==> config.mk <==
export PLATFORM = sky130hd
export DESIGN_NAME = lru_page_replacement_flat
export DESIGN_NICKNAME = d
export VERILOG_FILES = /design/src/hdl/lrupr_pkg.sv /design/src/hdl/lrupr_if.sv /design/src/hdl/lrupr_cell.sv /design/src/hdl/lru_page_replacement.sv /design/src/flat_wrapper.sv
export SDC_FILE = /design/constraint.sdc
export NUM_CORES = 2
export LEC_CHECK = 0
export ABC_AREA = 1
export ABC_CLOCK_PERIOD_IN_PS = 3400
export BUFFER_PORTS_ARGS = -buffer_cell sky130_fd_sc_hd__buf_2
export CAP_MARGIN = 20
export CORE_ASPECT_RATIO = 1.5
export CORE_MARGIN = 2
export CORE_UTILIZATION = 40
export CTS_BUF_LIST = sky130_fd_sc_hd__clkbuf_16
export DETAILED_ROUTE_END_ITERATION = 10
export GPL_ROUTABILITY_DRIVEN = 0
export GPL_TIMING_DRIVEN = 0
export MAX_ROUTING_LAYER = met4
export SYNTH_ARGS = -nofsm -noshare
export SYNTH_HDL_FRONTEND = slang
export SYNTH_SLANG_ARGS = --single-unit
==> constraint.sdc <==
create_clock -name clk_i -period 3.4 [get_ports clk_i]
set_input_delay 0.68 -clock clk_i [delete_from_list [all_inputs] [get_ports clk_i]]
set_output_delay 0.68 -clock clk_i [all_outputs]
set_load 0.02 [all_outputs]
==> src/hdl/lrupr_pkg.sv <==
// ----------------------------------------------------------------------------
// LRU page replacement - shared types
// Sequencer states, request token and update broadcast passed along the
// row of frame cells.
// ----------------------------------------------------------------------------
package lrupr_pkg;

  // Wide enough for frame numbers and ranks of up to 64 frames
  localparam int unsigned SLOT_W = 6;
  // Widest page number the store supports
  localparam int unsigned PAGE_W = 32;
  // Width and reset value of the frames_in_use register
  localparam int unsigned FIU_W = 5;
  localparam logic [FIU_W-1:0] FIU_RESET = 5'd16;

  typedef logic [SLOT_W-1:0] slot_t;
  typedef logic [PAGE_W-1:0] page_t;

  typedef enum logic [1:0] {
    ST_IDLE,
    ST_LAUNCH,
    ST_SCAN,
    ST_COMMIT
  } lrupr_state_e;

  // Partial search result handed from cell to cell
  typedef struct packed {
    logic  valid;
    logic  hit;
    slot_t hit_slot;
    slot_t hit_rank;
    logic  empty;
    slot_t empty_slot;
    slot_t lru_slot;
    slot_t lru_rank;
    page_t lru_page;
  } tok_t;

  // Recency and placement update broadcast to every cell
  typedef struct packed {
    logic  valid;
    logic  load;
    logic  was_valid;
    slot_t slot;
    slot_t old_rank;
  } upd_t;

endpackage

==> src/hdl/lrupr_if.sv <==
// ----------------------------------------------------------------------------
// LRU page replacement - channel interfaces
// Request channel carrying a page reference, response channel carrying the
// lookup outcome and running totals.
// ----------------------------------------------------------------------------
interface lrupr_req_if;
  logic        valid;
  logic        ready;
  logic [15:0] page_number;

  modport source (output valid, output page_number, input ready);
  modport sink (input valid, input page_number, output ready);
endinterface

interface lrupr_rsp_if;
  logic        valid;
  logic        ready;
  logic        hit;
  logic [3:0]  frame_index;
  logic        evicted_valid;
  logic [15:0] evicted_page;
  logic [31:0] hit_total;
  logic [31:0] miss_total;

  modport source (
    output valid, output hit, output frame_index, output evicted_valid,
    output evicted_page, output hit_total, output miss_total, input ready
  );
  modport sink (
    input valid, input hit, input frame_index, input evicted_valid,
    input evicted_page, input hit_total, input miss_total, output ready
  );
endinterface

==> src/hdl/lrupr_cell.sv <==
// ----------------------------------------------------------------------------
// LRU page replacement - frame cell
// Holds one frame (page, occupancy, recency rank). Folds its frame into the
// search token and passes it on one cell per cycle; applies the broadcast
// update to its own rank and contents.
// ----------------------------------------------------------------------------
module lrupr_cell import lrupr_pkg::*; #(
  parameter int unsigned CELL_IDX  = 0,
  parameter int unsigned PAGE_BITS = 16,
  parameter int unsigned RANK_W    = 4,
  parameter int unsigned ACT_W     = 5
) (
  input  logic             clk_i,
  input  logic             rst_ni,
  input  tok_t             tok_i,
  output tok_t             tok_o,
  input  page_t            page_i,
  input  logic [ACT_W-1:0] active_i,
  input  upd_t             upd_i
);

  localparam slot_t ME = slot_t'(CELL_IDX);

  logic                 valid_q;
  logic [RANK_W-1:0]    rank_q;
  logic [PAGE_BITS-1:0] page_q;
  tok_t                 tok_q;
  tok_t                 tok_d;
  logic                 act;

  assign act = ACT_W'(CELL_IDX) < active_i;

  always_comb begin
    tok_d = tok_i;
    if (act && valid_q && !tok_i.hit && (page_q == page_i[PAGE_BITS-1:0])) begin
      tok_d.hit      = 1'b1;
      tok_d.hit_slot = ME;
      tok_d.hit_rank = slot_t'(rank_q);
    end
    if (act && !valid_q && !tok_i.empty) begin
      tok_d.empty      = 1'b1;
      tok_d.empty_slot = ME;
    end
    // first cell seeds the oldest-frame search
    if (act && ((CELL_IDX == 0) || (rank_q > tok_i.lru_rank[RANK_W-1:0]))) begin
      tok_d.lru_slot = ME;
      tok_d.lru_rank = slot_t'(rank_q);
      tok_d.lru_page = page_t'(page_q);
    end
  end

  always_ff @(posedge clk_i or negedge rst_ni) begin
    if (!rst_ni) begin
      tok_q <= '0;
    end else begin
      tok_q <= tok_d;
    end
  end

  assign tok_o = tok_q;

  always_ff @(posedge clk_i or negedge rst_ni) begin
    if (!rst_ni) begin
      valid_q <= 1'b0;
      rank_q  <= '0;
    end else if (upd_i.valid) begin
      if (upd_i.slot == ME) begin
        valid_q <= 1'b1;
        rank_q  <= '0;
      end else if (valid_q &&
                   (!upd_i.was_valid || (rank_q < upd_i.old_rank[RANK_W-1:0]))) begin
        // age frames that were more recent than the touched one, or every valid frame when an empty one is filled
        rank_q <= rank_q + RANK_W'(1);
      end
    end
  end

  always_ff @(posedge clk_i) begin
    if (upd_i.valid && upd_i.load && (upd_i.slot == ME)) begin
      page_q <= page_i[PAGE_BITS-1:0];
    end
  end

endmodule

==> src/hdl/lru_page_replacement.sv <==
// ----------------------------------------------------------------------------
// LRU page replacement - top level
// Fully associative page store with least-recently-used replacement, built
// as a row of frame cells walked by a search token.
// ----------------------------------------------------------------------------
// One request at a time: the search token visits the frame cells in turn,
//   then the decision is registered and the update committed, and the
//   sequencer returns to idle before the next request is taken.
// A finished response waits in the output register while the next request
//   is taken.
// Reset: all frames empty, counters zero, frames_in_use 16; no clearing pass.
module lru_page_replacement import lrupr_pkg::*; #(
  parameter int unsigned FRAMES    = 16,
  parameter int unsigned PAGE_BITS = 16
) (
  input  logic             clk_i,
  input  logic             rst_ni,
  input  logic             cfg_we_i,
  input  logic [FIU_W-1:0] cfg_wdata_i,
  lrupr_req_if.sink        req,
  lrupr_rsp_if.source      rsp
);

  localparam int unsigned RANK_W = (FRAMES > 1) ? $clog2(FRAMES) : 1;
  localparam int unsigned ACT_W  = $clog2(FRAMES + 1);
  localparam page_t PAGE_MASK = page_t'((64'd1 << PAGE_BITS) - 64'd1);

  lrupr_state_e st_q, st_d;

  logic [FIU_W-1:0] fiu_q;
  page_t            page_q;
  logic [ACT_W-1:0] active_q, active_d;
  tok_t             dec_q;
  logic [31:0]      hit_cnt_q, miss_cnt_q, hit_cnt_d, miss_cnt_d;

  logic        rsp_valid_q;
  logic        rsp_hit_q;
  logic [3:0]  rsp_frame_q;
  logic        rsp_ev_valid_q;
  logic [15:0] rsp_ev_page_q;
  logic [31:0] rsp_hit_total_q, rsp_miss_total_q;

  logic  accept, launch, commit, out_free;
  tok_t  chain [FRAMES+1];
  upd_t  upd;
  slot_t slot;
  logic  evict;
  page_t ev_page;
  logic [31:0] slot_ext;
  logic [7:0]  fiu_ext;

  // ---- sequencer ----
  assign out_free = !rsp_valid_q || rsp.ready;
  assign accept   = req.valid && req.ready;

  always_comb begin
    st_d = st_q;
    unique case (st_q)
      ST_IDLE:   if (req.valid) st_d = ST_LAUNCH;
      ST_LAUNCH: st_d = ST_SCAN;
      ST_SCAN:   if (chain[FRAMES].valid) st_d = ST_COMMIT;
      ST_COMMIT: if (out_free) st_d = ST_IDLE;
      default:   st_d = ST_IDLE;
    endcase
  end

  always_comb begin
    req.ready = 1'b0;
    launch    = 1'b0;
    commit    = 1'b0;
    unique case (st_q)
      ST_IDLE:   req.ready = 1'b1;
      ST_LAUNCH: launch = 1'b1;
      ST_SCAN:   ;
      ST_COMMIT: commit = out_free;
      default:   ;
    endcase
  end

  always_ff @(posedge clk_i or negedge rst_ni) begin
    if (!rst_ni) begin
      st_q  <= ST_IDLE;
      fiu_q <= FIU_RESET;
    end else begin
      st_q <= st_d;
      if (cfg_we_i) begin
        fiu_q <= cfg_wdata_i;
      end
    end
  end

  // ---- clamp the active frame count ----
  always_comb begin
    fiu_ext = 8'(fiu_q);
    priority if (fiu_ext == 8'd0) begin
      active_d = ACT_W'(1);
    end else if (fiu_ext > 8'(FRAMES)) begin
      active_d = ACT_W'(FRAMES);
    end else begin
      active_d = fiu_ext[ACT_W-1:0];
    end
  end

  always_ff @(posedge clk_i) begin
    if (accept) begin
      page_q   <= page_t'(req.page_number) & PAGE_MASK;
      active_q <= active_d;
    end
    if (chain[FRAMES].valid) begin
      dec_q <= chain[FRAMES];
    end
  end

  // ---- cell row ----
  always_comb begin
    chain[0]       = '0;
    chain[0].valid = launch;
  end

  for (genvar k = 0; k < FRAMES; k++) begin : g_cell
    lrupr_cell #(
      .CELL_IDX (k),
      .PAGE_BITS(PAGE_BITS),
      .RANK_W   (RANK_W),
      .ACT_W    (ACT_W)
    ) u_cell (
      .clk_i   (clk_i),
      .rst_ni  (rst_ni),
      .tok_i   (chain[k]),
      .tok_o   (chain[k+1]),
      .page_i  (page_q),
      .active_i(active_q),
      .upd_i   (upd)
    );
  end

  // ---- decision ----
  always_comb begin
    evict = !dec_q.hit && !dec_q.empty;
    priority if (dec_q.hit) begin
      slot = dec_q.hit_slot;
    end else if (dec_q.empty) begin
      slot = dec_q.empty_slot;
    end else begin
      slot = dec_q.lru_slot;
    end
    ev_page       = evict ? dec_q.lru_page : '0;
    upd.valid     = commit;
    upd.load      = !dec_q.hit;
    upd.was_valid = dec_q.hit || !dec_q.empty;
    upd.slot      = slot;
    upd.old_rank  = dec_q.hit ? dec_q.hit_rank : dec_q.lru_rank;
    slot_ext      = 32'(slot);
  end

  // Saturating running totals
  always_comb begin
    hit_cnt_d  = hit_cnt_q;
    miss_cnt_d = miss_cnt_q;
    if (dec_q.hit) begin
      if (hit_cnt_q != '1) hit_cnt_d = hit_cnt_q + 32'd1;
    end else begin
      if (miss_cnt_q != '1) miss_cnt_d = miss_cnt_q + 32'd1;
    end
  end

  always_ff @(posedge clk_i or negedge rst_ni) begin
    if (!rst_ni) begin
      hit_cnt_q   <= '0;
      miss_cnt_q  <= '0;
      rsp_valid_q <= 1'b0;
    end else begin
      if (commit) begin
        hit_cnt_q   <= hit_cnt_d;
        miss_cnt_q  <= miss_cnt_d;
        rsp_valid_q <= 1'b1;
      end else if (rsp.ready) begin
        rsp_valid_q <= 1'b0;
      end
    end
  end

  always_ff @(posedge clk_i) begin
    if (commit) begin
      rsp_hit_q        <= dec_q.hit;
      rsp_frame_q      <= slot_ext[3:0];
      rsp_ev_valid_q   <= evict;
      rsp_ev_page_q    <= ev_page[15:0];
      rsp_hit_total_q  <= hit_cnt_d;
      rsp_miss_total_q <= miss_cnt_d;
    end
  end

  assign rsp.valid         = rsp_valid_q;
  assign rsp.hit           = rsp_hit_q;
  assign rsp.frame_index   = rsp_frame_q;
  assign rsp.evicted_valid = rsp_ev_valid_q;
  assign rsp.evicted_page  = rsp_ev_page_q;
  assign rsp.hit_total     = rsp_hit_total_q;
  assign rsp.miss_total    = rsp_miss_total_q;

endmodule

==> src/flat_wrapper.sv <==
// flat-port wrapper written by rule: the top's interface ports become plain ports
module lru_page_replacement_flat import lrupr_pkg::*;
#(
  parameter int unsigned FRAMES    = 16,
  parameter int unsigned PAGE_BITS = 16
)
  (clk_i, rst_ni, cfg_we_i, cfg_wdata_i, req_valid, req_page_number, req_ready, rsp_valid, rsp_hit, rsp_frame_index, rsp_evicted_valid, rsp_evicted_page, rsp_hit_total, rsp_miss_total, rsp_ready);
  lrupr_req_if req_i ();
  lrupr_rsp_if rsp_i ();
  input  logic clk_i;
  input  logic rst_ni;
  input  logic cfg_we_i;
  input  logic [FIU_W-1:0] cfg_wdata_i;
  input wire logic [$bits(req_i.valid)-1:0] req_valid;
  input wire logic [$bits(req_i.page_number)-1:0] req_page_number;
  output wire logic [$bits(req_i.ready)-1:0] req_ready;
  output wire logic [$bits(rsp_i.valid)-1:0] rsp_valid;
  output wire logic [$bits(rsp_i.hit)-1:0] rsp_hit;
  output wire logic [$bits(rsp_i.frame_index)-1:0] rsp_frame_index;
  output wire logic [$bits(rsp_i.evicted_valid)-1:0] rsp_evicted_valid;
  output wire logic [$bits(rsp_i.evicted_page)-1:0] rsp_evicted_page;
  output wire logic [$bits(rsp_i.hit_total)-1:0] rsp_hit_total;
  output wire logic [$bits(rsp_i.miss_total)-1:0] rsp_miss_total;
  input wire logic [$bits(rsp_i.ready)-1:0] rsp_ready;
  assign req_i.valid = req_valid;
  assign req_i.page_number = req_page_number;
  assign req_ready = req_i.ready;
  assign rsp_valid = rsp_i.valid;
  assign rsp_hit = rsp_i.hit;
  assign rsp_frame_index = rsp_i.frame_index;
  assign rsp_evicted_valid = rsp_i.evicted_valid;
  assign rsp_evicted_page = rsp_i.evicted_page;
  assign rsp_hit_total = rsp_i.hit_total;
  assign rsp_miss_total = rsp_i.miss_total;
  assign rsp_i.ready = rsp_ready;
  lru_page_replacement #(.FRAMES(FRAMES), .PAGE_BITS(PAGE_BITS)) u_core (.clk_i(clk_i), .rst_ni(rst_ni), .cfg_we_i(cfg_we_i), .cfg_wdata_i(cfg_wdata_i), .req(req_i), .rsp(rsp_i));
endmodule
[Word-level counts from Yosys, hierarchy flattened]
Cells that the tools add are included.
W data, S select, Z words.
Word-level totals
  register bits: 1579
  input bits: 26
  output and inout port bits: 88
  word-level logic and storage cells: 666
Operators by class
  $add $sub $neg: 18
  magnitude comparators: 48
  equality and inequality tests: 39
  muxes and demuxes: 97
  reductions and logical operators: 250
Operators with widths (count)
  $mux W44: 15
  $eq A16 B16 Y1: 16
  $mux W13: 16
  $mux W4: 33
  $logic_and A1 B1 Y1: 128
  $mux W32: 4
  $mux W7: 16
  $add A32 B1 Y32 const B: 2
  $add A4 B1 Y4 const B: 16
  $lt A4 B4 Y1: 16
  $ne A32 B32 Y1 const B: 2
  $reduce_and A2 Y1: 32
  $gt A4 B4 Y1: 15
  $logic_not A1 Y1: 50
  $eq A6 B4 Y1 const B: 8
  $lt A4 B5 Y1 const A: 8
  $mux W36: 1
  $reduce_bool A2 Y1: 17
  $eq A6 B3 Y1 const B: 4
  $lt A3 B5 Y1 const A: 4
  $logic_or A1 B1 Y1: 18
  $eq A6 B2 Y1 const B: 2
  $mux W6: 2
  $lt A1 B5 Y1 const A: 2
  16 further kinds: 25

[Depth between registers and ports, before layout]
  depth in word-level cells: 7
  mapped depth: 13
  mapped depth without buffers: 12

[Cells and area by module]
A second synthesis with hierarchy kept.
Second synthesis, totals
  cell total of the unflattened synthesis: 7227
  area total of the unflattened synthesis: 67683.7 sq um
Modules (own cells, without submodules)
  lru_page_replacement: instances 1, cells an instance 1170, area each 10918.0 sq um, seq. area each 6457.4 sq um
  lrupr_cell (u_core.g_cell[10].u_cell): instances 1, cells an instance 417, area each 3701.0 sq um, seq. area each 2232.1 sq um
  lrupr_cell (u_core.g_cell[8].u_cell): instances 1, cells an instance 376, area each 3588.4 sq um, seq. area each 2232.1 sq um
  lrupr_cell (u_core.g_cell[14].u_cell): instances 1, cells an instance 374, area each 3572.2 sq um, seq. area each 2232.1 sq um
  lrupr_cell (u_core.g_cell[6].u_cell): instances 1, cells an instance 381, area each 3559.7 sq um, seq. area each 2232.1 sq um
  lrupr_cell (u_core.g_cell[12].u_cell): instances 1, cells an instance 374, area each 3558.4 sq um, seq. area each 2232.1 sq um
  lrupr_cell (u_core.g_cell[9].u_cell): instances 1, cells an instance 385, area each 3555.9 sq um, seq. area each 2232.1 sq um
  lrupr_cell (u_core.g_cell[4].u_cell): instances 1, cells an instance 382, area each 3540.9 sq um, seq. area each 2232.1 sq um
  lrupr_cell (u_core.g_cell[11].u_cell): instances 1, cells an instance 379, area each 3539.6 sq um, seq. area each 2232.1 sq um
  lrupr_cell (u_core.g_cell[2].u_cell): instances 1, cells an instance 377, area each 3534.6 sq um, seq. area each 2232.1 sq um
  lrupr_cell (u_core.g_cell[13].u_cell): instances 1, cells an instance 375, area each 3533.4 sq um, seq. area each 2232.1 sq um
  lrupr_cell (u_core.g_cell[5].u_cell): instances 1, cells an instance 371, area each 3532.1 sq um, seq. area each 2232.1 sq um
  lrupr_cell (u_core.g_cell[3].u_cell): instances 1, cells an instance 378, area each 3527.1 sq um, seq. area each 2232.1 sq um
  lrupr_cell (u_core.g_cell[7].u_cell): instances 1, cells an instance 376, area each 3527.1 sq um, seq. area each 2232.1 sq um
  3 more rows

[Worst setup path before layout]
OpenSTA, ideal clock, no wires.
  path kind: register -> register
  start: reg u_core.dec_q[63] (netlist bit)
  end: reg u_core.g_cell[1].u_cell.rank_q[0]
  data arrival time: 2.777 ns
  data required time: 3.282 ns
  path slack: 0.504 ns
  stages on the path, launching flop included: 14
  buffers on the path: 3
  clock period less this slack: 2.896 ns
  cells stage by stage: edfxtp_1 -> buf_4 -> buf_2 -> buf_1 -> mux2i_1 -> ha_1 -> o21ai_0 -> nand2_1 -> nand2_1 -> nand2_1 -> nand2_1 -> nand2_1 -> nand3_1 -> nand2_1
Between the ends
  word-level cells in the longest chain between the ends: 6
  elaborated cells between the ends (all ways): 11
Ends and longest elaborated chain
  start: declaration: RTL line lru_page_replacement.sv:33  | tok_t dec_q;
  start signal: assignment: RTL line lru_page_replacement.sv:110  | dec_q <= chain[FRAMES];
  $mux W4 / $logic_or A1 B1 Y1 (equally long branches): RTL line lru_page_replacement.sv:152, lru_page_replacement.sv:150
  $lt A4 B4 Y1 / $logic_not A1 Y1 (equally long branches): RTL line lrupr_cell.sv:71  | (!upd_i.was_valid || (rank_q < upd_i.old_rank[RANK_W-1:0]))) begin
  $logic_or A1 B1 Y1: RTL line lrupr_cell.sv:71
  $logic_and A1 B1 Y1: RTL line lrupr_cell.sv:70  | end else if (valid_q &&
  $reduce_bool A2 Y1 (no source line)
  $reduce_and A2 Y1 (no source line)
  end signal: assignment: RTL line lrupr_cell.sv:73  | rank_q <= rank_q + RANK_W'(1);
  end: declaration: RTL line lrupr_cell.sv:25  | logic [RANK_W-1:0] rank_q;
Parallel ways exist; a longest one is shown, timed or not.
A chain may end at the register's enable or synchronous reset.

==> flow_metrics.env <==
export IMPL_areaGrowthSynthToFinish_pct=14.53
export IMPL_finalCriticalPeriod_ns=3.293
export IMPL_viasPerCell=5.238
export IMPL_via_count=36810
export IMPL_finalHoldViolCount=0
export IMPL_r2r_cells=11
export IMPL_maxCapViolCount=0
export IMPL_tightestPinTransition_ns=1.249
export IMPL_path_clk_slew_ns=0.06
export IMPL_avgSynthCellArea_um2=9.754
export IMPL_htree_levels=3
export IMPL_p_leak_nw=27.73
export IMPL_cts_root_buf="clkbuf_16"
export IMPL_grt_pass1_vias=36730
export IMPL_cts_tree="yes"
export IMPL_multi_input_area_um2=15890
export IMPL_grt_antenna_before_repair=4
export IMPL_yosysTopAreaCell="dfrtp_1"
export IMPL_fin_nets=5496
export IMPL_hp_class="in2reg"
export IMPL_synth_area_um2=49310
export IMPL_fin_crit_sh_pct=96.84
export IMPL_synth_area_leaders="dfrtp_1 (37%), edfxtp_1 (24%), nand2_1 (12%)"
export IMPL_postLayoutCellArea_um2=56480
export IMPL_synth_main_ff_cell="dfrtp_1"
export IMPL_power_density_nw_per_um2=461.6
export IMPL_worst_clock_skew_ns=0.04912
export IMPL_relSlewSlack_pct=16.70
export IMPL_drive_above_1_share_pct=10.94
export IMPL_synth_top_cells_by_count="nand2_1 (1,530), dfrtp_1 (730), inv_1 (614)"
export IMPL_synth_most_common_cell="nand2_1"
export IMPL_regArea_um2=30340
export IMPL_wire_per_inst_um=22.38
export IMPL_synth_edf_count=401
export IMPL_ios=114
export IMPL_hold_slack_ns=0.09035
export IMPL_synth_cells=5056
export IMPL_worst_setup_path_end_kind="flop"
export IMPL_initial_core_util_pct=40.36
export IMPL_critPathLaunchType="flop"
export IMPL_drc_errors=0
export IMPL_async_flop_share_pct=64.58
export IMPL_irDropWorstVdd_v=0.0004353
export IMPL_clock_latency_ns=0.76
export IMPL_grt_first_pass_wirelength_um=230900
export IMPL_routed_wl_um=157300
export IMPL_first_pass_iters=6
export IMPL_synth_warnings=0
export IMPL_clockBufferDepth=3
export IMPL_synth_seq_cells=1132
export IMPL_seq_area_frac_synth_pct=61.51
export IMPL_drt_iter0_markers=3392
export IMPL_cts_buffers=106
export IMPL_rsz0062_at_grt="no"
export IMPL_port_buffers=112
export IMPL_min_path_cells=1
export IMPL_grt_max_degree=119
export IMPL_setup_viol=0
export IMPL_status="finished, final reports clean"
export IMPL_globalRouteOverflowTotal=0
export IMPL_postPlaceCellArea_um2=52720
export IMPL_ys_types=58
export IMPL_rows=157
export IMPL_critPathMaxFanout=10
export IMPL_die_area_um2=126200
export IMPL_maxSlewViolCount=0
export IMPL_crit_type="reg2reg"
export IMPL_filler_cell_count=11430
export IMPL_die_width_um=290.7
export IMPL_cp_arrival_ns=3.73
export IMPL_grt_total_usage_pct=25.79
export IMPL_max_freq_ghz=0.3037
export IMPL_cp_required_ns=3.84
export IMPL_final_util_pct=46.22
export IMPL_synth_nets=5214
export IMPL_ant_nets=0
export IMPL_hpwl_um=114600
export IMPL_clock_sinks=1132
export IMPL_synth_top_area_share_pct=37.04
export IMPL_die_h_um=434.0
export IMPL_core_um2=122200
[final timing paths]
path | startpoint | endpoint | slack [ns]
min reg2reg | u_core.g_cell[13].u_cell.tok_o[64] | u_core.g_cell[14].u_cell.tok_o[64] | 0.35
max reg2reg | u_core.dec_q[63] | u_core.g_cell[15].u_cell.page_q[13] | 0.11
max | u_core.dec_q[63] | u_core.g_cell[15].u_cell.page_q[13] | 0.11
min in group asynchronous | rst_ni | u_core.g_cell[11].u_cell.tok_o[64] | 0.57
max in group asynchronous | rst_ni | u_core.g_cell[7].u_cell.tok_o[38] | 0.68
min | req_page_number[1] | u_core.page_q[1] | 0.09
[registers in the layout, summed over array words and instances, names as in the netlist]
name / cells
u_core.g_cell.u_cell.rank_q: 64
u_core.rsp.hit_total: 32
u_core.rsp.frame_index: 4
u_core.rsp.valid: 1
u_core.fiu_q: 5
u_core.g_cell.u_cell.tok_o: 579
u_core.page_q: 16
u_core.rsp.miss_total: 32
u_core.hit_cnt_q: 32
u_core.g_cell.u_cell.valid_q: 16
u_core.rsp.hit: 1
u_core.active_q: 5
u_core.miss_cnt_q: 32
u_core.dec_q: 38
u_core.rsp.evicted_page: 16
u_core.g_cell.u_cell.page_q: 256
u_core.rsp.evicted_valid: 1
u_core.st_q: 2
[cell type report]
| class | count | share of cell area [%] |
|---|---|---|
| flip-flops and latches | 1132 | 53.71 |
| diodes | 5 | 0.02215 |
| clock inverters | 92 | 1.230 |
| well taps | 1590 | 3.522 |
| inverters | 655 | 4.375 |
| multi-input cells | 3135 | 28.13 |
| repair buffers | 174 | 2.858 |
| clock buffers | 110 | 4.874 |
| plain buffers | 134 | 1.278 |
[stage by stage]
| stage | power (W) | setup WS (ns) | TNS, ns | cells |
|---|---|---|---|---|
| finish | 0.02607 | 0.1073 | 0 | 7027 |
| global route | 0.02684 | 0.007779 | 0 | 7027 |
| CTS | 0.02627 | 0.09015 | 0 | 7020 |
| detailed placement | 0.01457 | -0.9819 | -167.29 | 6800 |
| global placement | 0.01455 | -14.21 | - | 6758 |
| floorplan | 0.01435 | 0.5045 | 0 | 5056 |
[worst max-delay path, stage by stage, from the launching register on]
cell and delay, ns:
edfxtp_1 0.40, buf_4 0.21, inv_6 0.16, nand2_4 0.24
o21ai_1 0.30, nor2_4 0.09, inv_4 0.10, nand2_1 0.07
inv_2 0.40, nand3_2 0.32, nor2_2 0.41, buf_4 0.28
[what timing repair did]
| action | 4_1_cts | 5_1_grt |
|---|---|---|
| pin swaps | 3 | 0 |
| gates resized for setup | 15 | 4 |
| setup buffers | 17 | 2 |
| hold buffers | 1 | 0 |
| cloned | 0 | 0 |
| hold endpoints to repair | 15 | 0 |
| setup endpoints to repair | 401 | 36 |
[cells by family (layout without fill, tap and decap cells)]
logic type	after synthesis	after routing	share of synthesized area [%]
simple gates	2386	2386	20.62
flops	1132	1132	61.51
buf+inv	789	1165	6.437
compound gates	470	470	5.328
fa+ha+maj	132	132	3.349
xor+xnor	120	120	2.146
mux	27	27	0.6089
other cells	0	5	0
[where the power goes]
group          internal [W]  total (W)  switching, W
sequential           0.0141     0.0141    0.00000434
clock               0.00631     0.0118       0.00547
combinational     0.0000400   0.000225      0.000185
[metal layers]
layer / global-route usage [%] / vias up / routed length (um)
met5: - / - / 0
met4: 18.88 / 0 / 13490
met3: 4.263 / 584 / 9682
met2: 45.78 / 1426 / 81170
met1: 25.55 / 17830 / 52950
li1: - / 16970 / -
[cells in the final DEF, fill, tap and decap left out, types with 22 or more instances in the layout]
cell type and n:
o21ai_0 243, nand4_1 162, inv_2 39, buf_2 154, nand2_1 1528, ha_1 132
buf_16 22, o22ai_1 78, clkbuf_1 47, edfxtp_1 401, buf_4 51, inv_1 638
clkbuf_16 110, o21ai_1 39, nor3_1 30, a21oi_1 63, or2_2 25, nor2_2 22
nor2_1 318, xor2_1 80, xnor2_1 39, nand3_1 219, dfrtp_1 729, clkinv_2 26
Power figures use the tool's default switching activity.
